[src/hdl/dpr_pkg.sv]
// dpr_pkg: shared types and constants for the decimated PI regulator.
// No dependencies; imported by dpr_update and decimated_pi_regulator_unit.
package dpr_pkg;

  localparam int unsigned CFG_IDX_W = 2;
  localparam int unsigned CFG_DATA_W = 16;

  // register indexes on the configuration port
  localparam logic [CFG_IDX_W-1:0] REG_TARGET_LEVEL = 2'd0;
  localparam logic [CFG_IDX_W-1:0] REG_MAX_DUTY = 2'd1;
  localparam logic [CFG_IDX_W-1:0] REG_DECIM_FACTOR = 2'd2;

  localparam logic [15:0] FACTOR_RESET = 16'd64;

  localparam int unsigned IN_TDATA_W = 24;
  localparam int unsigned OUT_TDATA_W = 120;

  // one regulator update, as computed from the current item and state
  typedef struct packed {
    logic signed [16:0] tracking_error;
    logic signed [23:0] proportional_term;
    logic [23:0] integral_term;
    logic signed [17:0] drive;
  } update_t;

endpackage

[src/hdl/dpr_update.sv]
// dpr_update: combinational PI update (error, P term, clamped integrator, drive).
// Depends on dpr_pkg for update_t.
module dpr_update import dpr_pkg::*; (
  input  logic [15:0] target_level,
  input  logic [15:0] max_duty,
  input  logic [15:0] feedback,
  input  logic [23:0] integrator,
  output update_t upd
);

  logic signed [16:0] err;
  logic signed [23:0] prop;
  logic signed [25:0] err_ki;
  logic signed [25:0] acc;
  logic signed [25:0] acc_max;
  logic signed [25:0] acc_clamped;
  logic signed [25:0] sum;

  always_comb begin
    err = $signed({1'b0, target_level}) - $signed({1'b0, feedback});
    prop = $signed({{7{err[16]}}, err}) * 24'sd100;
    err_ki = $signed({{9{err[16]}}, err}) * 26'sd10;
    acc = $signed({2'b00, integrator}) + err_ki;
    acc_max = $signed({2'b00, max_duty, 8'h00});
    if (acc > acc_max) begin
      acc_clamped = acc_max;
    end else if (acc < 26'sd0) begin
      acc_clamped = 26'sd0;
    end else begin
      acc_clamped = acc;
    end
    sum = $signed({{2{prop[23]}}, prop}) + acc_clamped;

    upd.tracking_error = err;
    upd.proportional_term = prop;
    upd.integral_term = acc_clamped[23:0];
    // floor shift by eight: just drop the low byte of the signed sum
    upd.drive = sum[25:8];
  end

endmodule

[src/hdl/decimated_pi_regulator_unit.sv]
// Decimated PI regulator: input register, combinational update, result register.
// The result register loads when the tick held in the input register is consumed.
// Throughput: one tick per cycle; a tick that yields a result waits only while the
// result register is held by the sink.
// Reset (rst, synchronous): clears phase, integrator, update count and registers
// to their defaults (decimation factor 64). Depends on dpr_pkg and dpr_update.
module decimated_pi_regulator_unit import dpr_pkg::*; (
  input  logic clk,
  input  logic rst,

  input  logic cfg_we,
  input  logic [CFG_IDX_W-1:0] cfg_addr,
  input  logic [CFG_DATA_W-1:0] cfg_data,

  input  logic s_axis_tvalid,
  output logic s_axis_tready,
  // [0] run, [16:1] feedback, [23:17] zero
  input  logic [IN_TDATA_W-1:0] s_axis_tdata,

  output logic m_axis_tvalid,
  input  logic m_axis_tready,
  // [16:0] tracking_error, [40:17] proportional_term, [64:41] integral_term,
  // [82:65] drive, [114:83] update_count, [119:115] zero
  output logic [OUT_TDATA_W-1:0] m_axis_tdata
);

  logic [15:0] target_level;
  logic [15:0] max_duty;
  logic [15:0] ticks_per_update;

  logic s1_valid;
  logic s1_run;
  logic [15:0] s1_feedback;

  logic [15:0] phase;
  logic [23:0] integrator;
  logic [31:0] updates_done;
  logic [31:0] updates_done_next;

  update_t upd;
  update_t out_upd;
  logic [31:0] out_count;

  logic [15:0] factor;
  logic [16:0] phase_inc;
  logic wrap;
  logic produce;
  logic out_free;
  logic consume;

  // configuration registers
  always_ff @(posedge clk) begin
    if (rst) begin
      target_level <= '0;
      max_duty <= '0;
      ticks_per_update <= FACTOR_RESET;
    end else if (cfg_we) begin
      unique case (cfg_addr)
        REG_TARGET_LEVEL: target_level <= cfg_data;
        REG_MAX_DUTY:     max_duty <= cfg_data;
        REG_DECIM_FACTOR: ticks_per_update <= cfg_data;
        default: ;
      endcase
    end
  end

  dpr_update u_update (
    .target_level(target_level),
    .max_duty(max_duty),
    .feedback(s1_feedback),
    .integrator(integrator),
    .upd(upd)
  );

  always_comb begin
    factor = (ticks_per_update == 16'd0) ? 16'd1 : ticks_per_update;
    phase_inc = {1'b0, phase} + 17'd1;
    wrap = (phase_inc >= {1'b0, factor});
    produce = wrap && s1_run;
    out_free = !m_axis_tvalid || m_axis_tready;
    // a tick with no result never waits on the sink
    consume = s1_valid && (!produce || out_free);
    updates_done_next = updates_done + 32'd1;
  end

  assign s_axis_tready = !s1_valid || consume;

  // input register
  always_ff @(posedge clk) begin
    if (rst) begin
      s1_valid <= 1'b0;
    end else if (s_axis_tready) begin
      s1_valid <= s_axis_tvalid;
    end
  end

  always_ff @(posedge clk) begin
    if (s_axis_tvalid && s_axis_tready) begin
      s1_run <= s_axis_tdata[0];
      s1_feedback <= s_axis_tdata[16:1];
    end
  end

  // regulator state and result valid
  always_ff @(posedge clk) begin
    if (rst) begin
      phase <= '0;
      integrator <= '0;
      updates_done <= '0;
      m_axis_tvalid <= 1'b0;
    end else begin
      if (consume) begin
        phase <= wrap ? 16'd0 : phase_inc[15:0];
      end
      if (consume && produce) begin
        integrator <= upd.integral_term;
        updates_done <= updates_done_next;
        m_axis_tvalid <= 1'b1;
      end else if (m_axis_tready) begin
        m_axis_tvalid <= 1'b0;
      end
    end
  end

  // result payload
  always_ff @(posedge clk) begin
    if (consume && produce) begin
      out_upd <= upd;
      out_count <= updates_done_next;
    end
  end

  assign m_axis_tdata = {5'b00000, out_count, out_upd.drive, out_upd.integral_term,
                         out_upd.proportional_term, out_upd.tracking_error};

`ifndef NO_ASSERTIONS
  a_integ_bound: assert property (@(posedge clk) disable iff (rst)
    m_axis_tvalid |-> (out_upd.integral_term <= {max_duty, 8'h00}))
    else $error("integral term above clamp");

  a_count_match: assert property (@(posedge clk) disable iff (rst)
    m_axis_tvalid |-> (out_count == updates_done))
    else $error("result count out of step with update counter");

  a_stall_holds_item: assert property (@(posedge clk) disable iff (rst)
    !s_axis_tready |-> (s1_valid && produce && !out_free))
    else $error("input stalled without a blocked result");

  a_wrap_counts: assert property (@(posedge clk) disable iff (rst)
    (consume && produce) |=> (updates_done == $past(updates_done) + 32'd1))
    else $error("update counter did not advance");
`endif

endmodule
[config.mk]
export PLATFORM = sky130hd
export DESIGN_NAME = decimated_pi_regulator_unit
export DESIGN_NICKNAME = d
export VERILOG_FILES = /design/src/hdl/dpr_pkg.sv /design/src/hdl/dpr_update.sv /design/src/hdl/decimated_pi_regulator_unit.sv
export SDC_FILE = /design/constraint.sdc
export NUM_CORES = 1
export LEC_CHECK = 0
export ABC_AREA = 1
export BUFFER_PORTS_ARGS = -buffer_cell sky130_fd_sc_hd__clkbuf_2
export CAP_MARGIN = 20
export CORE_ASPECT_RATIO = 0.7
export CORE_MARGIN = 5
export CORE_UTILIZATION = 45
export CTS_CLUSTER_DIAMETER = 200
export DETAILED_ROUTE_END_ITERATION = 16
export SETUP_SLACK_MARGIN = 0.4
export SLEW_MARGIN = 10
export SYNTH_ARGS = -nofsm -noshare
export SYNTH_HDL_FRONTEND = slang
export SYNTH_SLANG_ARGS = --single-unit
[constraint.sdc]
create_clock -name clk -period 10.5 [get_ports clk]
set_input_delay 1.05 -clock clk [delete_from_list [all_inputs] [get_ports clk]]
set_output_delay 1.05 -clock clk [all_outputs]
set_load 0.02 [all_outputs]
# Word-level counts from Yosys, hierarchy flattened
# Index checks and enable logic that the tools add are counted.
# word_totals
regBits	252
latch_bits	0
ramBits	0
romBits	0
output_inout_bits	122
wordCells	49
n_memories	0
# op_classes
addsub	5
n_mul	2
div_mod_pow	0
magnitude_cmp	3
eq_ne	2
n_shift	0
n_mux	6
bitwise_logic	0
reduce_logical	16
# ops
operator	count
$mux 26	2
$add 32x1->32 const B	1
$mux 16	2
$add 24x26->26	1
$add 25x26->26	1
$gt 26x25->1	1
$lt 26x1->1 const B	1
$mul 17x6->22 const B	1
$mul 17x4->21 const B	1
$add 16x1->17 const B	1
$ge 17x16->1	1
$sub 16x16->17	1
$logic_not 16->1	1
$reduce_and 2->1	3
$logic_and 1x1->1	4
$logic_not 1->1	3
$logic_or 1x1->1	3
$eq 2x1->1 const B	1
$eq 2x2->1 const B	1
$logic_not 2->1	1
$mux 1	2
$reduce_bool 2->1	1

# Depth between registers and ports, before layout
# logic_depth
word_depth	9
mapped_depth	58
mapped_depth_nobuf	58

# By module
# Synthesis repeated with hierarchy kept, for this count alone.
# unflattened
hier_cells	2198
hier_area_um2	17096.4
# modules_own_cells
mod	n_inst	cells_per_inst	area_per_inst_um2	seq_area_each_um2
decimated_pi_regulator_unit	1	1077	10202.3	6406.1
dpr_update	1	1121	6894.1	0.0

# Worst setup path before layout
# No wires, ideal clock.
# synth_timing
kind	reg-to-reg
startpoint	register s1_feedback[0]
endpoint	register out_upd (netlist bit m_axis_tdata[78]), data pin
setup_time_ns	0.259
arrival_time_ns	7.765
required_time_ns	10.241
path_slack_ns	2.476
path_stages_with_launch	53
path_buffers	0
period_less_slack_ns	8.024
path_cell_list	edfxtp_1 -> ha_1 -> fa_1 -> o21ai_1 -> a21oi_1 -> o21bai_1 -> xor2_1 -> inv_1 -> nor2_1 -> nor2_1 -> ha_1 -> a21oi_1 -> nand2_1 -> a21oi_1 -> o21ai_0 -> nand2_1 -> nand2_1 -> a21oi_1 -> (+17 left out) -> nor2_1 -> nand3_1 -> nor2_1 -> nand3_1 -> nand2_1 -> nand3_1 -> nor2_2 -> clkinv_1 -> o21a_1 -> inv_1 -> ha_1 -> a21oi_1 -> inv_1 -> nor2_1 -> o21ai_0 -> a221oi_1 -> nand2_1 -> xor2_1
# synth_via
elab_chain_cells	7
word_cells_on_any_way	9
cone_classes	3 x add/sub; 2 x mul; 2 x order compare; 2 x mux
# synth_lines
item	line	source
start, declared	decimated_pi_regulator_unit.sv:33	logic [15:0] s1_feedback;
start signal, assigned	decimated_pi_regulator_unit.sv:100	s1_feedback <= s_axis_tdata[16:1];
$sub 16x16->17 (*)	dpr_update.sv:20	err = $signed({1'b0, target_level}) - $signed({1'b0, feedback});
via u_update.err[6]	dpr_update.sv:11	logic signed [16:0] err;
$mul 17x4->21 (*)	dpr_update.sv:22	err_ki = $signed({{9{err[16]}}, err}) * 26'sd10;
$add 25x26->26 (*)	dpr_update.sv:23	acc = $signed({2'b00, integrator}) + err_ki;
$lt 26x1->1	dpr_update.sv:27	end else if (acc < 26'sd0) begin
$mux 26	dpr_update.sv:27	
$mux 26 (*)	dpr_update.sv:25	if (acc > acc_max) begin
via u_update.acc_clamped[8]	dpr_update.sv:16	logic signed [25:0] acc_clamped;
$add 24x26->26 (*)	dpr_update.sv:32	sum = $signed({{2{prop[23]}}, prop}) + acc_clamped;
via u_update.sum[21]	dpr_update.sv:17	logic signed [25:0] sum;
end signal, assigned	decimated_pi_regulator_unit.sv:128	out_upd <= upd;
end, declared	decimated_pi_regulator_unit.sv:41	update_t out_upd;
# Mark *: on every way through the listed nets, which the timed path passes. The rest lies on a longest branch.
# A chain may end at the register's enable or synchronous reset.

# Worst setup path in the final report
# layout_timing
startpoint	register s1_feedback[0]
endpoint	register out_upd (netlist bit m_axis_tdata[80]), data pin
# The elaborated chain is that of the path after synthesis.

==> qor.json <==
{
  "flow.area_growth_from_synthesis_pct": 13.57,
  "synth.top_cells.by_area": "sky130_fd_sc_hd__edfxtp_1 (24%), sky130_fd_sc_hd__dfxtp_1 (15%), sky130_fd_sc_hd__ha_1 (13%)",
  "buffer_ports.inserted": 154,
  "cts_buffer_depth": 3,
  "synth_ff_type": "sky130_fd_sc_hd__edfxtp_1",
  "worst_hold_stages": 2,
  "cts_made_buffers": 27,
  "grt_util_all_layers_pct": 20.71,
  "tritoncts_clock_tree": "done",
  "synth-seq-area-share_pct": 38.60,
  "timing.hold.worst.class": "reg -> reg",
  "fp.dieArea_sq_um": 39980,
  "worst_skew_late_latency_ns": 0.57,
  "regToRegStartpoint": "s1_feedback[0]$_DFFE_PP_",
  "vdd.ir_drop.worst_mv": 0.2055,
  "route.detailed.drc": 0,
  "pwr-share-comb_pct": 59.9,
  "row_count": 58,
  "clock_tree.htree_level_count": 1,
  "post-route-min-period_ns": 9.377,
  "seq_power_share_pct": 22.7,
  "critical_path_peak_fanout": 5,
  "setup_viol": 0,
  "worst_max_slew_margin_expressed_relative_to_the_limit_pct": 34.78,
  "drt_iter0_drc": 1137,
  "grt_pass1_wl_mm": 67.86,
  "rsz0062_at_grt": "no",
  "globalplace.congestion": 0.9363,
  "ff2ff_path_depth": 54,
  "overflow": 0,
  "ys_warn_count": 0,
  "async_reset_ff_share_pct": 0,
  "die-width_um": 236.8,
  "antenna_found_initial": 0,
  "cts.sink_count": 249,
  "clock_tree.root_cell": "sky130_fd_sc_hd__clkbuf_16",
  "finalClockSkew_ns": 0.03359,
  "setup.worst_path.end_class": "register",
  "worstHoldEndpoint": "ticks_per_update[6]$_SDFFE_PP1P_",
  "detail_route.first_pass.iterations": 5,
  "cts.reportedPaths.clkPinSlew_ns": 0.06,
  "grt_pass1_vias": 12394,
  "synth_area_sq_um": 16210,
  "post-cts-setup-buffer-count": 0,
  "status": "completed",
  "tightestPinTransition_ns": 0.9756,
  "postCtsResizedCells": 0,
  "synthCells": 1969,
  "timing.final.hold_violations": 0,
  "totalWireLength_mm": 42.55,
  "ant_nets": 0,
  "max_freq_ghz": 0.1066,
  "pins_over_slew_limit": 0,
  "post_synth_num_cell_types": 54,
  "boundary_pin_count": 169,
  "postSynthRegisterBits": 249,
  "fin_nets": 2362,
  "critical-path-slowest-cell": "sky130_fd_sc_hd__edfxtp_1",
  "power_switching_share_pct": 48.07,
  "cpMostUsedCell": "sky130_fd_sc_hd__nand2_1",
  "max_cap_viol_count": 0,
  "clockPowerShare_pct": 17.4,
  "post_cts_hold_buffer_count": 0,
  "yosys.area.top_type_share_pct": 23.53,
  "timing.critical_path.arrival_ns": 9.69,
  "dieHeight_um": 168.8,
  "criticalPathCategory": "reg -> reg",
  "synth_enable_flop_cells": 127,
  "synth_largest_area_cell": "sky130_fd_sc_hd__edfxtp_1",
  "critPathLaunchType": "register",
  "cp_data_required_time_ns": 10.82,
  "wl_per_cell_um": 16.19,
  "fillers": 3463,
  "timing.hold.worst.start": "ticks_per_update[6]$_SDFFE_PP1P_",
  "hpwlAfterDp_mm": 33.26,
  "r2r_slack_ns": 1.12,
  "drive_above_1_share_pct": 12.34,
  "cp_slowest_stage_delay_ns": 0.43,
  "leakagePower_uw": 0.008845,
  "final_core_util_pct": 51.45,
  "coreArea_sq_um": 35780,
  "p_int_uw": 2818,
  "fin_worst_hold_slack_ns": 0.4623,
  "totalNegativeSetupSlack_ns": 0,
  "grt_start_max_net_pins": 97,
  "r2r-end": "m_axis_tdata[80]$_DFFE_PP_",
  "initial_utilization_pct": 45.31,
  "switchingPower_uw": 2609,
  "detail_route.vias_per_cell": 5.124,
  "final.period_utilization_pct": 89.30,
  "num_vias": 13466,
  "fin_total_pwr_uw": 5427,
  "power.density_nw_per_um2": 294.8,
  "antenna_cells_inserted": 0,
  "postSynthAreaPerCell_sq_um": 8.232
}
## power groups by stage
stage | Sequential, uW | Combinational (uW) | Clock [uW]
2_1_floorplan | 1280 | 2240 | 0
3_3_place_gp | 1250 | 3110 | 0
3_5_place_dp | 1250 | 3130 | 0
4_1_cts | 1230 | 3170 | 968
5_1_grt | 1240 | 3640 | 1010
6_report | 1230 | 3250 | 945
## cells in the mapped netlist (5+ instances only)
master	number
sky130_fd_sc_hd__nand2_1	334
sky130_fd_sc_hd__inv_1	316
sky130_fd_sc_hd__a21oi_1	188
sky130_fd_sc_hd__nor2_1	176
sky130_fd_sc_hd__ha_1	170
sky130_fd_sc_hd__edfxtp_1	127
sky130_fd_sc_hd__dfxtp_1	122
sky130_fd_sc_hd__o21ai_0	118
sky130_fd_sc_hd__xor2_1	84
sky130_fd_sc_hd__nand3_1	59
sky130_fd_sc_hd__xnor2_1	33
sky130_fd_sc_hd__clkbuf_1	24
sky130_fd_sc_hd__nand4_1	23
sky130_fd_sc_hd__nor3_1	19
sky130_fd_sc_hd__fa_1	18
sky130_fd_sc_hd__o211ai_1	17
sky130_fd_sc_hd__o21a_1	15
sky130_fd_sc_hd__o21bai_1	14
sky130_fd_sc_hd__buf_4	13
sky130_fd_sc_hd__buf_2	12
sky130_fd_sc_hd__a211oi_1	8
sky130_fd_sc_hd__a31oi_1	7
sky130_fd_sc_hd__nand2_2	6
sky130_fd_sc_hd__a22oi_1	5
sky130_fd_sc_hd__nand3_2	5
## cell type report
class	instances	area [sq um]	share of cell area (%)
Clock buffer	38	800.8	4.350
Multi-Input combinational cell	1354	8556	46.48
Sequential cell	249	6256	33.98
Inverter	323	1217	6.613
Clock inverter	12	72.57	0.3942
Tap cell	480	600.6	3.262
Timing Repair Buffer	172	905.9	4.921
## sequential cells by signal, summed over array words and instances, names as in the netlist
signal / count
s1_run: 1
ticks_per_update: 16
updates_done: 32
s1_feedback: 16
m_axis_tvalid: 1
max_duty: 16
out_count: 32
integrator: 24
target_level: 16
phase: 16
m_axis_tdata: 78
s1_valid: 1
## layout by cell type, fill, tap and decap left out, drive strengths merged, types with 9 or more instances in the layout
cell    instances
nand2         340
inv           324
clkbuf        192
a21oi         189
nor2          183
ha            170
edfxtp        127
dfxtp         122
o21ai         122
xor2           84
nand3          64
xnor2          34
nand4          23
nor3           23
fa             18
buf            18
o211ai         18
o21a           15
o21bai         14
clkinv         11
a211oi          9
## worst max path at each step
stage,from,cells past startpoint,endpoint
floorplan,s1_feedback[0]$_DFFE_PP_,52,m_axis_tdata[78]$_DFFE_PP_
global placement,s1_feedback[0]$_DFFE_PP_,47,m_axis_tdata[81]$_DFFE_PP_
detailed placement,s1_feedback[0]$_DFFE_PP_,47,m_axis_tdata[81]$_DFFE_PP_
CTS,s1_feedback[0]$_DFFE_PP_,47,m_axis_tdata[81]$_DFFE_PP_
global route,s1_feedback[0]$_DFFE_PP_,55,m_axis_tdata[79]$_DFFE_PP_
finish,s1_feedback[0]$_DFFE_PP_,54,m_axis_tdata[80]$_DFFE_PP_
## per-layer routing
metal  part of all wire, %  vias up  global-route usage [%]
met5                     0        -                       0
met4                   1.4        0                   3.160
met3                   6.9       40                   3.339
met2                    38      372                   28.45
met1                    53     6246                   34.28
li1                      -     6808                       -
## cells by family after synthesis
kind of cell / Yosys count / synth area share [%]
other cells: 1 / 0.02313
buf+inv: 373 / 9.031
xor+xnor: 118 / 6.422
flops: 249 / 38.60
simple gates: 647 / 16.98
compound gates: 393 / 13.60
fa+ha+maj: 188 / 15.35
## worst max-delay path, delay by kind of cell (launching register included)
family | cells | cell delay (ns)
AND/OR/NAND/NOR | 23 | 2.06
buffers and inverters | 4 | 0.54
XOR/XNOR | 2 | 0.37
flip-flops | 1 | 0.43
adder cells (fa/ha/maj) | 6 | 2.12
AO/OA/AOI/OAI | 19 | 3.64
## through the flow
stage | std cells | worst slack, ns | area, sq um
after floorplan | 1976 | 2.476 | 16240
after detailed placement | 2578 | 1.011 | 17500
after global placement | 2578 | 1.122 | 17500
final | 2628 | 1.123 | 18410
after CTS | 2628 | 0.9802 | 18370
after global routing | 2628 | 0.3730 | 18410
Power figures use the tool's default switching activity.
